==> src/kic_pkg.sv <==
// Shared types and constants for the keypad integer calculator.
// Used by the controller, the datapath and the top level; depends on nothing.
package kic_pkg;

  localparam int IN_W = 16;

  localparam logic [3:0] CMD_DIGIT  = 4'd0;
  localparam logic [3:0] CMD_SIGN   = 4'd1;
  localparam logic [3:0] CMD_BACK   = 4'd2;
  localparam logic [3:0] CMD_ADD    = 4'd3;
  localparam logic [3:0] CMD_SUB    = 4'd4;
  localparam logic [3:0] CMD_MUL    = 4'd5;
  localparam logic [3:0] CMD_DIV    = 4'd6;
  localparam logic [3:0] CMD_EQUALS = 4'd7;
  localparam logic [3:0] CMD_TOGGLE = 4'd8;

  localparam logic [3:0] DIGIT_MAX = 4'd9;
  localparam logic [4:0] LED_RESET = 5'd16;

  localparam logic [2:0] PEND_NONE = 3'd0;
  localparam logic [2:0] PEND_ADD  = 3'd1;
  localparam logic [2:0] PEND_SUB  = 3'd2;
  localparam logic [2:0] PEND_MUL  = 3'd3;
  localparam logic [2:0] PEND_DIV  = 3'd4;

  localparam int BACK_STEPS = 5;

  typedef enum logic [2:0] {
    DP_IDLE,
    DP_TOGGLE,
    DP_DIGIT,
    DP_SIGN,
    DP_LOAD_BACK,
    DP_FOLD,
    DP_STEP,
    DP_FINISH
  } dp_op_t;

  typedef struct packed {
    dp_op_t op;
    logic   handled;
    logic   load_out;
  } ctrl_t;

  typedef struct packed {
    logic mode_active;
    logic need_iter;
  } status_t;

endpackage

==> src/kic_ctrl.sv <==
// Controller state machine of the keypad integer calculator.
// Decodes key requests and sequences the shared multiply/divide unit and the backspace steps; uses kic_pkg.
module kic_ctrl import kic_pkg::*; #(
  parameter int VALUE_WIDTH = 32
) (
  input  logic       clk,
  input  logic       rst,
  input  logic       in_valid,
  output logic       in_ready,
  input  logic [3:0] cmd,
  input  logic [3:0] digit,
  input  logic       pressed,
  output logic       out_valid,
  input  logic       out_ready,
  input  status_t    status,
  output ctrl_t      ctrl
);

  localparam int CW = $clog2(VALUE_WIDTH);

  typedef enum logic [1:0] {S_IDLE, S_RUN, S_FINISH, S_DONE} state_t;

  state_t        state;
  logic [CW-1:0] cnt;
  logic          handled;
  logic          back_op;
  dp_op_t        op;
  logic          handled_dec;
  logic          load_out;
  logic          accept;

  assign in_ready = (state == S_IDLE);
  assign accept   = in_valid && in_ready;
  assign load_out = (state == S_DONE) && (!out_valid || out_ready);

  always_comb begin
    op          = DP_IDLE;
    handled_dec = 1'b0;
    case (state)
      S_IDLE: begin
        if (in_valid) begin
          if (cmd == CMD_TOGGLE) begin
            if (pressed) begin
              op = DP_TOGGLE;
            end
          end else if (status.mode_active && cmd < CMD_TOGGLE &&
                       !(cmd == CMD_DIGIT && digit > DIGIT_MAX)) begin
            handled_dec = 1'b1;
            if (pressed) begin
              case (cmd)
                CMD_DIGIT: op = DP_DIGIT;
                CMD_SIGN:  op = DP_SIGN;
                CMD_BACK:  op = DP_LOAD_BACK;
                default:   op = DP_FOLD;
              endcase
            end
          end
        end
      end
      S_RUN:    op = DP_STEP;
      S_FINISH: op = DP_FINISH;
      default:  op = DP_IDLE;
    endcase
  end

  assign ctrl.op       = op;
  assign ctrl.handled  = handled;
  assign ctrl.load_out = load_out;

  always_ff @(posedge clk) begin
    if (rst) begin
      state     <= S_IDLE;
      cnt       <= '0;
      handled   <= 1'b0;
      back_op   <= 1'b0;
      out_valid <= 1'b0;
    end else begin
      if (load_out) begin
        out_valid <= 1'b1;
      end else if (out_ready) begin
        out_valid <= 1'b0;
      end
      case (state)
        S_IDLE: begin
          if (accept) begin
            handled <= handled_dec;
            back_op <= (op == DP_LOAD_BACK);
            cnt     <= '0;
            if (op == DP_LOAD_BACK || (op == DP_FOLD && status.need_iter)) begin
              state <= S_RUN;
            end else begin
              state <= S_DONE;
            end
          end
        end
        S_RUN: begin
          if ((back_op && cnt == CW'(BACK_STEPS - 1)) ||
              (!back_op && cnt == CW'(VALUE_WIDTH - 1))) begin
            state <= S_FINISH;
          end else begin
            cnt <= cnt + 1'b1;
          end
        end
        S_FINISH: state <= S_DONE;
        S_DONE: begin
          if (load_out) begin
            state <= S_IDLE;
          end
        end
        default: state <= S_IDLE;
      endcase
    end
  end

endmodule

==> src/kic_datapath.sv <==
// Datapath of the keypad integer calculator: calculator state, entry editing, a shared
// shift-add multiplier / restoring divider, a stepped divide-by-ten for backspace and the
// result register; uses kic_pkg.
module kic_datapath import kic_pkg::*; #(
  parameter int VALUE_WIDTH = 32
) (
  input  logic                                       clk,
  input  logic                                       rst,
  input  logic [3:0]                                 cmd,
  input  logic [3:0]                                 digit,
  input  logic                                       cfg_valid,
  input  logic [4:0]                                 cfg_data,
  input  ctrl_t                                      ctrl,
  output status_t                                    status,
  output logic [((VALUE_WIDTH + 6 + 7) / 8) * 8-1:0] out_data
);

  localparam int VW    = VALUE_WIDTH;
  localparam int OUT_W = ((VALUE_WIDTH + 6 + 7) / 8) * 8;

  typedef enum logic [1:0] {U_MUL, U_DIV, U_BACK} unit_t;

  logic [4:0]    led_count;
  logic          mode_active;
  logic [VW-1:0] accumulator;
  logic [VW-2:0] entry_magnitude;
  logic          entry_negative;
  logic [2:0]    pending_operation;
  logic          showing_result;
  logic          error_sticky;

  unit_t         unit_kind;
  logic          quo_negative;
  logic [VW-1:0] rem;
  logic [VW-1:0] quo;
  logic [VW-1:0] dvs;
  logic [2:0]    back_step;

  logic [VW-1:0] entry_value;
  logic [VW-1:0] acc_mag;
  logic [VW-1:0] val_mag;
  logic [VW-2:0] digit_base;
  logic [VW+2:0] digit_sum;
  logic [VW:0]   div_shift;
  logic [VW:0]   div_diff;
  logic [VW-1:0] back_add;
  logic [VW-1:0] back_quo;
  logic [2:0]    pending_next;
  logic [VW-1:0] shown;
  logic [VW-1:0] shown_mag;
  logic          out_of_range;
  logic [VW+5:0] payload;

  assign entry_value = entry_negative ? (VW'(0) - {1'b0, entry_magnitude})
                                      : {1'b0, entry_magnitude};
  assign acc_mag = accumulator[VW-1] ? (VW'(0) - accumulator) : accumulator;
  assign val_mag = entry_value[VW-1] ? (VW'(0) - entry_value) : entry_value;

  assign status.mode_active = mode_active;
  assign status.need_iter   = (pending_operation == PEND_MUL) ||
                              (pending_operation == PEND_DIV && entry_value != '0);

  assign digit_base = showing_result ? '0 : entry_magnitude;
  assign digit_sum  = ({4'b0, digit_base} << 3) + ({4'b0, digit_base} << 1) +
                      (VW + 3)'(digit);

  assign div_shift = {rem, quo[VW-1]};
  assign div_diff  = div_shift - {1'b0, dvs};

  // The divide by ten estimates the quotient as 0.8 times the value with shifted adds,
  // scales it by one eighth and corrects it by one when the remainder passes nine.
  always_comb begin
    case (back_step)
      3'd0:    back_add = quo >> 4;
      3'd1:    back_add = quo >> 8;
      3'd2:    back_add = quo >> 16;
      3'd3:    back_add = quo >> 32;
      default: back_add = '0;
    endcase
  end

  assign back_quo = quo >> 3;

  always_comb begin
    case (cmd)
      CMD_ADD: pending_next = PEND_ADD;
      CMD_SUB: pending_next = PEND_SUB;
      CMD_MUL: pending_next = PEND_MUL;
      CMD_DIV: pending_next = PEND_DIV;
      default: pending_next = PEND_NONE;
    endcase
  end

  assign shown        = showing_result ? accumulator : entry_value;
  assign shown_mag    = shown[VW-1] ? (VW'(0) - shown) : shown;
  assign out_of_range = error_sticky || ((shown_mag >> led_count) != '0);
  assign payload      = {out_of_range, showing_result, error_sticky, shown[VW-1], shown,
                         mode_active, ctrl.handled};

  always_ff @(posedge clk) begin
    if (rst) begin
      led_count         <= LED_RESET;
      mode_active       <= 1'b0;
      accumulator       <= '0;
      entry_magnitude   <= '0;
      entry_negative    <= 1'b0;
      pending_operation <= PEND_NONE;
      showing_result    <= 1'b0;
      error_sticky      <= 1'b0;
      unit_kind         <= U_MUL;
      quo_negative      <= 1'b0;
    end else begin
      if (cfg_valid) begin
        led_count <= cfg_data;
      end
      case (ctrl.op)
        DP_TOGGLE: begin
          mode_active       <= !mode_active;
          accumulator       <= '0;
          entry_magnitude   <= '0;
          entry_negative    <= 1'b0;
          pending_operation <= PEND_NONE;
          showing_result    <= 1'b0;
          error_sticky      <= 1'b0;
        end
        DP_DIGIT: begin
          if (showing_result) begin
            accumulator       <= '0;
            entry_negative    <= 1'b0;
            pending_operation <= PEND_NONE;
            showing_result    <= 1'b0;
            error_sticky      <= 1'b0;
          end
          if (digit_sum[VW+2:VW-1] == '0) begin
            entry_magnitude <= digit_sum[VW-2:0];
          end else begin
            error_sticky <= 1'b1;
          end
        end
        DP_SIGN: entry_negative <= !entry_negative;
        DP_LOAD_BACK: begin
          unit_kind <= U_BACK;
          back_step <= '0;
          dvs       <= {1'b0, entry_magnitude};
          quo       <= {2'b0, entry_magnitude[VW-2:1]} + {3'b0, entry_magnitude[VW-2:2]};
        end
        DP_FOLD: begin
          case (pending_operation)
            PEND_NONE: accumulator <= entry_value;
            PEND_ADD:  accumulator <= accumulator + entry_value;
            PEND_SUB:  accumulator <= accumulator - entry_value;
            PEND_MUL: begin
              unit_kind <= U_MUL;
              rem       <= '0;
              quo       <= entry_value;
              dvs       <= accumulator;
            end
            PEND_DIV: begin
              if (entry_value == '0) begin
                error_sticky <= 1'b1;
              end else begin
                unit_kind    <= U_DIV;
                quo_negative <= accumulator[VW-1] ^ entry_value[VW-1];
                rem          <= '0;
                quo          <= acc_mag;
                dvs          <= val_mag;
              end
            end
            default: accumulator <= accumulator;
          endcase
          entry_magnitude   <= '0;
          entry_negative    <= 1'b0;
          pending_operation <= pending_next;
          showing_result    <= (cmd == CMD_EQUALS);
        end
        DP_STEP: begin
          case (unit_kind)
            U_MUL: begin
              rem <= rem + (quo[0] ? dvs : '0);
              dvs <= dvs << 1;
              quo <= quo >> 1;
            end
            U_DIV: begin
              if (!div_diff[VW]) begin
                rem <= div_diff[VW-1:0];
                quo <= {quo[VW-2:0], 1'b1};
              end else begin
                rem <= div_shift[VW-1:0];
                quo <= {quo[VW-2:0], 1'b0};
              end
            end
            default: begin
              if (back_step == 3'(BACK_STEPS - 1)) begin
                quo <= back_quo;
                rem <= dvs - (back_quo << 3) - (back_quo << 1);
              end else begin
                quo <= quo + back_add;
              end
              back_step <= back_step + 1'b1;
            end
          endcase
        end
        DP_FINISH: begin
          case (unit_kind)
            U_MUL:   accumulator <= rem;
            U_DIV:   accumulator <= quo_negative ? (VW'(0) - quo) : quo;
            default: entry_magnitude <= quo[VW-2:0] + (VW-1)'(rem > VW'(DIGIT_MAX));
          endcase
        end
        default: mode_active <= mode_active;
      endcase
    end
  end

  always_ff @(posedge clk) begin
    if (ctrl.load_out) begin
      out_data <= OUT_W'(payload);
    end
  end

endmodule

==> src/keypad_integer_calculator.sv <==
// Keypad integer calculator, top level: stream ports, controller and datapath.
// A request without a unit pass goes from acceptance straight to the result register; backspace
// first runs five divide-by-ten steps, and multiply and a nonzero divide first run the
// one-bit-per-cycle shift-add/divide unit. A request is taken only in idle, once the last
// has reached the result register; a new one is taken while a result waits at the output.
// Synchronous reset: mode off, accumulator, entry, pending operation and flags cleared, led_count 16.
module keypad_integer_calculator import kic_pkg::*; #(
  parameter int VALUE_WIDTH = 32
) (
  input  logic                                       clk,
  input  logic                                       rst,
  input  logic                                       s_axis_tvalid,
  output logic                                       s_axis_tready,
  // cmd [3:0], digit [7:4], pressed [8], zero [15:9]
  input  logic [IN_W-1:0]                            s_axis_tdata,
  output logic                                       m_axis_tvalid,
  input  logic                                       m_axis_tready,
  // handled, mode_on, shown_value, shown_negative, error_flag, result_shown,
  // out_of_range, then zero fill
  output logic [((VALUE_WIDTH + 6 + 7) / 8) * 8-1:0] m_axis_tdata,
  input  logic                                       cfg_valid,
  output logic                                       cfg_ready,
  input  logic [4:0]                                 cfg_data
);

  logic [3:0] cmd;
  logic [3:0] digit;
  logic       pressed;
  ctrl_t      ctrl;
  status_t    status;

  assign cmd       = s_axis_tdata[3:0];
  assign digit     = s_axis_tdata[7:4];
  assign pressed   = s_axis_tdata[8];
  assign cfg_ready = 1'b1;

  kic_ctrl #(.VALUE_WIDTH(VALUE_WIDTH)) u_ctrl (
    .clk       (clk),
    .rst       (rst),
    .in_valid  (s_axis_tvalid),
    .in_ready  (s_axis_tready),
    .cmd       (cmd),
    .digit     (digit),
    .pressed   (pressed),
    .out_valid (m_axis_tvalid),
    .out_ready (m_axis_tready),
    .status    (status),
    .ctrl      (ctrl)
  );

  kic_datapath #(.VALUE_WIDTH(VALUE_WIDTH)) u_datapath (
    .clk       (clk),
    .rst       (rst),
    .cmd       (cmd),
    .digit     (digit),
    .cfg_valid (cfg_valid),
    .cfg_data  (cfg_data),
    .ctrl      (ctrl),
    .status    (status),
    .out_data  (m_axis_tdata)
  );

endmodule

==> config.mk <==
export PLATFORM = sky130hd
export DESIGN_NAME = keypad_integer_calculator
export DESIGN_NICKNAME = d
export VERILOG_FILES = /design/src/kic_pkg.sv /design/src/kic_ctrl.sv /design/src/kic_datapath.sv /design/src/keypad_integer_calculator.sv
export SDC_FILE = /design/constraint.sdc
export NUM_CORES = 2
export LEC_CHECK = 0
export BUFFER_PORTS_ARGS = -buffer_cell sky130_fd_sc_hd__buf_4
export CORE_MARGIN = 5
export CORE_UTILIZATION = 55
export CTS_CLUSTER_DIAMETER = 200
export DETAILED_ROUTE_END_ITERATION = 7
export GPL_TIMING_DRIVEN = 0
export MAX_ROUTING_LAYER = met4
export PLACE_DENSITY = 0.74
export SYNTH_ARGS = -nofsm -noshare
export SYNTH_HDL_FRONTEND = slang
export SYNTH_SLANG_ARGS = --single-unit
==> constraint.sdc <==
create_clock -name clk -period 5.5 [get_ports clk]
set_clock_uncertainty 0.05 [all_clocks]
set_input_delay 0.55 -clock clk [delete_from_list [all_inputs] [get_ports clk]]
set_output_delay 0.55 -clock clk [all_outputs]
set_load 0.01 [all_outputs]
* Word-level counts from Yosys, hierarchy flattened *
Index checks and enable logic that the tools add are counted.
W data, S select, Z words.

operators by class
  multiplexer cells = 67
  equality and inequality tests = 45
  reductions and logical operators = 56
  $lt $le $gt $ge = 3
  bitwise logic cells = 3
  shifts and indexed selects = 1
  add/sub/neg operators = 18

operators by type and width
  operator                 number
  $mux W32                 15
  $pmux W32 S2             7
  $pmux W32 S3             3
  $pmux W32 S4             1
  $sub A1 B32 Y32 const A  4
  $mux W31                 3
  $pmux W31 S3             1
  $pmux W28 S3             1
  $add A32 B32 Y32         2
  $reduce_bool A32 Y1      2
  $sub A32 B32 Y32         2
  $add A34 B32 Y35         1
  $add A35 B4 Y35          1
  $sub A33 B32 Y33         1
  $add A32 B28 Y32         1
  $gt A32 B4 Y1 const B    1
  $logic_not A32 Y1        1
  $shr A32 B5 Y32          1
  $sub A1 B31 Y32 const A  1
  $sub A32 B30 Y32         1
  $add A30 B29 Y31         1
  $add A31 B1 Y31          1
  $pmux W3 S3              3
  $eq A3 B3 Y1 const B     6
  other kinds (47)         132

word-level totals
  word-level logic and storage cells = 213
  input port bits = 26
  register bits after elaboration = 225
  output and inout bits = 43

* Longest topological paths before layout *
  word-level depth = 14
  gate-level depth with buffers = 26
  gate-level depth less buffers = 24

* Hierarchy *
Synthesis repeated with hierarchy kept, for this count alone.

second synthesis, totals
  cell total of the unflattened synthesis = 3922
  area total of the unflattened synthesis = 30455.5 µm²

by module, submodules not included
  module                     cells each  instances  sequential area each (µm²)  area each (µm²)
  kic_datapath               3817        1          5645.4                      29625.9
  kic_ctrl                   103         1          200.2                       818.3
  keypad_integer_calculator  2           1          0.0                         11.3

* Least setup slack after synthesis *
Ideal clock, no wire load.

  kind = register -> register
  start point = reg u_datapath.showing_result
  end point = reg u_datapath.entry_magnitude[0]
  slack = -175 ps
  arrival time = 5491 ps
  period minus slack after synthesis = 5675 ps
  cell stages (with the launch flop) = 24
  setup time = 134 ps
  required time = 5316 ps
  buffers on the path = 10
  cells stage by stage = dfxtp_1 buf_2 buf_2 buf_2 buf_2 buf_2 buf_1 clkbuf_1 buf_1 nor2_1 ha_1 ha_1 a21o_1 a2111oi_0 o31ai_1 o41ai_2 a311oi_1 o21bai_1 nand2_1 o311a_1 o21ai_1 buf_2 buf_1 a211oi_1

between the ends
  longest elaborated chain between the ends = 6

RTL lines
  item                         RTL line             RTL
  from (decl)                  kic_datapath.sv:29   logic showing_result;
  from (signal assigned)       kic_datapath.sv:174  showing_result <= (cmd == CMD_EQUALS);
  $mux W31                     kic_datapath.sv:63   assign digit_base = showing_result ? '0 : entry_magnitude;
  $add A34 B32 Y35             kic_datapath.sv:64   assign digit_sum = ({4'b0, digit_base} << 3) + ({4'b0, digit_base} << 1) +
  $add A35 B4 Y35              kic_datapath.sv:64
  $logic_not A4 Y1             kic_datapath.sv:134  if (digit_sum[VW+2:VW-1] == '0) begin
  $ne A2 B1 Y1 (no line)       --
  $reduce_and A3 Y1 (no line)  --
  to (signal assigned)         kic_datapath.sv:135  entry_magnitude <= digit_sum[VW-2:0];
  to (signal assigned)         kic_datapath.sv:207  default: entry_magnitude <= quo[VW-2:0] + (VW-1)'(rem > VW'(DIGIT_MAX));
  to (decl)                    kic_datapath.sv:26   logic [VW-2:0] entry_magnitude;

No other way between the ends.
A chain may end at the register's enable or synchronous reset.

* Worst setup path after layout *
  start point = reg u_datapath.entry_magnitude[10]
  end point = reg u_datapath.accumulator[31]

between the ends
  longest elaborated chain between the ends = 5
  elaborated cells on any way between the ends = 6
  classes of those cells = add/sub (3); mux (3)

RTL lines
  item                                                         RTL line                                  RTL
  $sub A1 B31 Y32                                              kic_datapath.sv:54                        assign entry_value = entry_negative ? (VW'(0) - {1'b0, entry_magnitude})
  $mux W32 (*)                                                 kic_datapath.sv:54
  $sub A32 B32 Y32 / $add A32 B32 Y32 (equally long branches)  kic_datapath.sv:151, kic_datapath.sv:150
  $pmux W32 S3 (*)                                             kic_datapath.sv:148                       case (pending_operation)
  $pmux W32 S4 (*)                                             kic_datapath.sv:116                       case (ctrl.op)
  to (signal assigned)                                         kic_datapath.sv:149                       PEND_NONE: accumulator <= entry_value;
  to (signal assigned)                                         kic_datapath.sv:150                       PEND_ADD: accumulator <= accumulator + entry_value;
  to (signal assigned)                                         kic_datapath.sv:151                       PEND_SUB: accumulator <= accumulator - entry_value;
  to (decl)                                                    kic_datapath.sv:25                        logic [VW-1:0] accumulator;

Mark *: on every way between the ends. The rest lies on a longest branch, timed or not.

==> impl_results.html <==
<table>
<tr><th>Metric</th><th>Value</th></tr>
<tr><th colspan="2">STA</th></tr>
<tr><td>Maximum achievable frequency</td><td>0.1783 GHz</td></tr>
<tr><td>Final critical path time including I/O delays and setup</td><td>5610 ps</td></tr>
<tr><td>Setup slack after layout</td><td>-109.6 ps</td></tr>
<tr><td>Actual slew at the worst max-slew pin</td><td>1466 ps</td></tr>
<tr><td>Final Cycle Share</td><td>102.0%</td></tr>
<tr><td>Count of endpoints failing setup in the final report</td><td>2</td></tr>
<tr><td>Hold Fails Final Rpt</td><td>0</td></tr>
<tr><td>Sum of negative setup slack</td><td>-150.1 ps</td></tr>
<tr><td>Setup repair after global routing missed its margin</td><td>yes</td></tr>
<tr><td>Worst hold margin</td><td>99.09 ps</td></tr>
<tr><td>Rel. slew slack</td><td>1.543%</td></tr>
<tr><td>Number of max-slew violations in the final report</td><td>0</td></tr>
<tr><th colspan="2">Routing</th></tr>
<tr><td>Met1 wire length</td><td>56570 um</td></tr>
<tr><td>Wire length reported by the detailed router</td><td>155800 um</td></tr>
<tr><td>Routed vias/inst</td><td>between 7 and 8</td></tr>
<tr><td>Total met3 wirelength after detailed routing</td><td>24330 um</td></tr>
<tr><td>Routed wire per std cell</td><td>31.81 um</td></tr>
<tr><td>Violation count after the first detailed-routing iteration</td><td>5441</td></tr>
<tr><td>First-pass DRT Iterations</td><td>8</td></tr>
<tr><td>Remaining number of nets flagged by the antenna check after routing</td><td>0</td></tr>
<tr><td>Remaining routing DRC violations</td><td>27</td></tr>
<tr><td>Number of vias in the routed layout</td><td>around 35000</td></tr>
<tr><td>Routed met2 length</td><td>60590 um</td></tr>
<tr><td>DR top layer</td><td>met4</td></tr>
<tr><th colspan="2">Floorplan</th></tr>
<tr><td>Chip Height</td><td>245.4 um</td></tr>
<tr><td>Initial core utilization</td><td>55.42%</td></tr>
<tr><td>Overall die width</td><td>245.4 um</td></tr>
<tr><td>Site Rows</td><td>86</td></tr>
<tr><td>Core ar.</td><td>about 55000 sq um</td></tr>
<tr><td>Top Ports</td><td>69</td></tr>
<tr><td>Area of the die</td><td>between 60000 and 70000 sq um</td></tr>
<tr><th colspan="2">Clock tree</th></tr>
<tr><td>CTS root buffer</td><td>sky130_fd_sc_hd__clkbuf_16</td></tr>
<tr><td>CTS max path bufs</td><td>3</td></tr>
<tr><td>Clock-pin transition on the worst setup and hold timing paths</td><td>60 ps</td></tr>
<tr><td>Clock latency on the worst-skew pair</td><td>620 ps</td></tr>
<tr><td>Clock tree from TritonCTS</td><td>yes</td></tr>
<tr><td>Cts-stage hold buffer count</td><td>0</td></tr>
<tr><td>Clock Sink Count</td><td>224</td></tr>
<tr><td>CTS Buf Count</td><td>29</td></tr>
<tr><td>CTS HTree Levels</td><td>1</td></tr>
<tr><th colspan="2">Synthesis</th></tr>
<tr><td>Synth Area per Inst</td><td>approximately 7.7 sq um</td></tr>
<tr><td>FF+latch count, synth</td><td>224</td></tr>
<tr><td>Post-synthesis cell type count</td><td>109</td></tr>
<tr><td>Largest cells by area after synthesis</td><td>sky130_fd_sc_hd__edfxtp_1 (13%), sky130_fd_sc_hd__ha_1 (12%), sky130_fd_sc_hd__xnor2_1 (7.3%)</td></tr>
<tr><td>Synth async-reset ratio</td><td>0%</td></tr>
<tr><td>Mapped Area</td><td>30470 sq um</td></tr>
<tr><td>Yosys warnings</td><td>0</td></tr>
<tr><td>Number of flops mapped to enable cells by yosys</td><td>approximately 140</td></tr>
<tr><td>Gate count after technology mapping</td><td>between 3000 and 4000</td></tr>
<tr><td>Leading cell type by number of instances after synthesis</td><td>sky130_fd_sc_hd__nor2_1</td></tr>
<tr><td>Post-synth top flop</td><td>sky130_fd_sc_hd__edfxtp_1</td></tr>
<tr><td>Cell type with the largest total area after synthesis</td><td>sky130_fd_sc_hd__edfxtp_1</td></tr>
<tr><td>Top cells by instance count after synthesis</td><td>sky130_fd_sc_hd__nor2_1 (396), sky130_fd_sc_hd__nand2_1 (364), sky130_fd_sc_hd__a21oi_1 (296), sky130_fd_sc_hd__ha_1 (294), sky130_fd_sc_hd__xnor2_1 (254)</td></tr>
<tr><td>Area share of the leading cell type in the synthesized netlist</td><td>13.40%</td></tr>
<tr><td>Sequential-to-total area share from yosys stat</td><td>approximately a fifth</td></tr>
<tr><th colspan="2">Critical path</th></tr>
<tr><td>Crit-path slowest cell</td><td>sky130_fd_sc_hd__or4_4</td></tr>
<tr><td>Data arrival time at the worst-slack endpoint</td><td>6010 ps</td></tr>
<tr><td>CP Buf/Inv Count</td><td>2</td></tr>
<tr><td>Kind of start point of the critical path</td><td>flip-flop</td></tr>
<tr><td>Critical Path, Cell by Cell</td><td>inv_4 -&gt; ha_1 -&gt; nand4_1 -&gt; buf_2 -&gt; o31a_1 -&gt; xnor2_4 -&gt; nand2_2 -&gt; nor2_1 -&gt; nand4_1 -&gt; nand2_1 -&gt; xnor2_1 -&gt; ha_1 -&gt; nand2_1 -&gt; or3_4 -&gt; or4_4 -&gt; a31oi_4 -&gt; a41oi_2 -&gt; or3_1 -&gt; nand3_2 -&gt; a311oi_2</td></tr>
<tr><td>Setup slack of the most critical reg-to-reg path</td><td>-110 ps</td></tr>
<tr><td>Reg-to-Reg End</td><td>u_datapath.accumulator[31]</td></tr>
<tr><td>WS Path Type</td><td>flip-flop to flip-flop</td></tr>
<tr><td>Highest cell delay on the worst timing path</td><td>480 ps</td></tr>
<tr><td>Worst path top cell family by delay</td><td>simple AND/OR/NAND/NOR gates</td></tr>
<tr><td>Data required time of the critical path</td><td>slightly below 6000 ps</td></tr>
<tr><td>Worst R2R Start</td><td>u_datapath.entry_magnitude[10]</td></tr>
<tr><td>CP Capture Type</td><td>flip-flop</td></tr>
<tr><td>R2R depth</td><td>20</td></tr>
<tr><td>Critical-path maximum fanout</td><td>10</td></tr>
<tr><th colspan="2">Worst hold path</th></tr>
<tr><td>Beginning of the worst hold path</td><td>cfg_data[4]</td></tr>
<tr><td>Path type of the worst min-delay path</td><td>primary input to flip-flop</td></tr>
<tr><td>Terminating pin of the worst hold path</td><td>u_datapath.led_count[4]</td></tr>
<tr><td>Worst hold path depth</td><td>3</td></tr>
<tr><th colspan="2">Placed design</th></tr>
<tr><td>Dpl hpwl</td><td>123000 um</td></tr>
<tr><td>Global placement routability congestion</td><td>1.177</td></tr>
<tr><td>Post-placement worst setup slack</td><td>-2206 ps</td></tr>
<tr><td>Number of input and output port buffers inserted</td><td>56</td></tr>
<tr><th colspan="2">GRT</th></tr>
<tr><td>Antenna violations before repair</td><td>16</td></tr>
<tr><td>Total routing resource utilization after global routing</td><td>49.94%</td></tr>
<tr><td>Via count of the first global-routing pass</td><td>31985</td></tr>
<tr><td>Maximum number of pins on one net before global-route repair</td><td>37</td></tr>
<tr><td>Overall overflow remaining after global route</td><td>0</td></tr>
<tr><td>Global-route wire length before repair</td><td>217300 um</td></tr>
<tr><th colspan="2">Finish</th></tr>
<tr><td>Nets@finish</td><td>4461</td></tr>
<tr><td>Area growth from synthesis to layout</td><td>12.38%</td></tr>
<tr><td>Final cell utilization of the core</td><td>about 62%</td></tr>
<tr><td>Share of cells above drive strength 1</td><td>about a tenth</td></tr>
<tr><th colspan="2">Outcome</th></tr>
<tr><td>Run status</td><td>complete, but fails checks</td></tr>
<tr><td>Failing checks</td><td>design-rule violations, negative setup slack</td></tr>
<tr><th colspan="2">Job</th></tr>
<tr><td>MaxCap Viol Count</td><td>0</td></tr>
</table>
## per-stage QoR
stage	cells	area [sq um]
4_1_cts	4859	33740
6_report	4898	34250
3_3_place_gp	4760	31840
2_1_floorplan	3956	30480
3_5_place_dp	4770	32000
5_1_grt	4893	34230
## worst max path at each step
| stage | start | to | slack, ps | cells after the start |
|---|---|---|---|---|
| after floorplan | u_datapath.entry_magnitude[2] | u_datapath.rem[0] | 20 | 16 |
| after global placement | u_datapath.entry_magnitude[13] | u_datapath.rem[0] | -3110 | 15 |
| after detailed placement | u_datapath.showing_result | u_datapath.entry_magnitude[30] | -2210 | 23 |
| after CTS | u_datapath.entry_magnitude[3] | u_datapath.accumulator[31] | 0.7 | 22 |
| after global routing | u_datapath.entry_magnitude[0] | u_datapath.accumulator[30] | -160 | 24 |
| final | u_datapath.entry_magnitude[10] | u_datapath.accumulator[31] | -110 | 20 |
## worst reg2reg max path, stage by stage (launching register included)
cell	delay, ps
sky130_fd_sc_hd__dfxtp_2	400
sky130_fd_sc_hd__inv_4	240
sky130_fd_sc_hd__ha_1	320
sky130_fd_sc_hd__nand4_1	200
sky130_fd_sc_hd__buf_2	250
sky130_fd_sc_hd__o31a_1	360
sky130_fd_sc_hd__xnor2_4	330
sky130_fd_sc_hd__nand2_2	230
sky130_fd_sc_hd__nor2_1	230
sky130_fd_sc_hd__nand4_1	310
sky130_fd_sc_hd__nand2_1	170
sky130_fd_sc_hd__xnor2_1	80
sky130_fd_sc_hd__ha_1	380
sky130_fd_sc_hd__nand2_1	120
sky130_fd_sc_hd__or3_4	410
sky130_fd_sc_hd__or4_4	480
sky130_fd_sc_hd__a31oi_4	220
sky130_fd_sc_hd__a41oi_2	160
sky130_fd_sc_hd__or3_1	350
sky130_fd_sc_hd__nand3_2	100
sky130_fd_sc_hd__a311oi_2	80
## state kept, by name (all words and copies together), names as in the netlist
name / cells
u_datapath.showing_result: 1
u_datapath.quo: 32
u_datapath.back_step: 3
u_datapath.unit_kind: 2
u_datapath.accumulator: 32
u_ctrl.state: 2
u_ctrl.back_op: 1
u_datapath.dvs: 32
u_ctrl.cnt: 5
u_datapath.entry_magnitude: 31
u_datapath.mode_active: 1
u_datapath.error_sticky: 1
u_ctrl.handled: 1
u_datapath.led_count: 5
u_datapath.entry_negative: 1
u_datapath.quo_negative: 1
u_datapath.out_data: 37
u_datapath.pending_operation: 3
u_ctrl.out_valid: 1
u_datapath.rem: 32
## layer usage
layer | up-vias | global-route usage [%]
met5 | - | -
met4 | 0 | 31.82
met3 | 864 | 19.07
met2 | 2967 | 68.33
met1 | 16517 | 61.44
li1 | 14935 | -
## cell families after synthesis
family,synth area share [%]
XOR/XNOR,10.66
buffers and inverters,5.469
adder cells (fa/ha/maj),14.30
multiplexers,2.812
AND/OR/NAND/NOR,19.49
other,0.02464
flip-flops,19.18
AO/OA/AOI/OAI,28.05
## placed cells by master (no fill, tap or decap), types with 34 or more instances in the layout
| cell | instances |
|---|---|
| sky130_fd_sc_hd__nor2_1 | 391 |
| sky130_fd_sc_hd__nand2_1 | 359 |
| sky130_fd_sc_hd__a21oi_1 | 287 |
| sky130_fd_sc_hd__ha_1 | 285 |
| sky130_fd_sc_hd__xnor2_1 | 240 |
| sky130_fd_sc_hd__o21ai_0 | 225 |
| sky130_fd_sc_hd__inv_1 | 176 |
| sky130_fd_sc_hd__clkbuf_1 | 158 |
| sky130_fd_sc_hd__edfxtp_1 | 136 |
| sky130_fd_sc_hd__buf_4 | 129 |
| sky130_fd_sc_hd__xor2_1 | 115 |
| sky130_fd_sc_hd__a21o_1 | 105 |
| sky130_fd_sc_hd__nand3_1 | 98 |
| sky130_fd_sc_hd__dfxtp_1 | 74 |
| sky130_fd_sc_hd__a211oi_1 | 73 |
| sky130_fd_sc_hd__o211ai_1 | 71 |
| sky130_fd_sc_hd__nor3_1 | 70 |
| sky130_fd_sc_hd__mux2i_1 | 49 |
| sky130_fd_sc_hd__o221ai_1 | 48 |
| sky130_fd_sc_hd__nor2b_1 | 41 |
| sky130_fd_sc_hd__nand2b_1 | 41 |
| sky130_fd_sc_hd__nand4_1 | 40 |
| sky130_fd_sc_hd__a22oi_1 | 36 |
| sky130_fd_sc_hd__o31ai_1 | 35 |
| sky130_fd_sc_hd__and3_1 | 34 |
| sky130_fd_sc_hd__fa_1 | 34 |
## what timing repair did
action,in CTS,in global routing
endpoints found under the setup margin,192,77
pin swaps,16,38
setup buffers,41,20
gates resized for setup,119,83
cloned,0,0
## final cells by class
class	count	area, sq um
Multi-Input combinational cell	3308	23670
Fill cell	5115	20740
Sequential cell	224	5871
Timing Repair Buffer	127	1001
Buffer	217	973.4
Tap cell	748	935.9
Clock buffer	36	827.0
Inverter	200	807.0
Clock inverter	18	116.4
Antenna cell	20	50.05
Power is left out: the tool's default activity adds up to more than one toggle a clock period on the data nets, which glitch-free logic cannot reach.
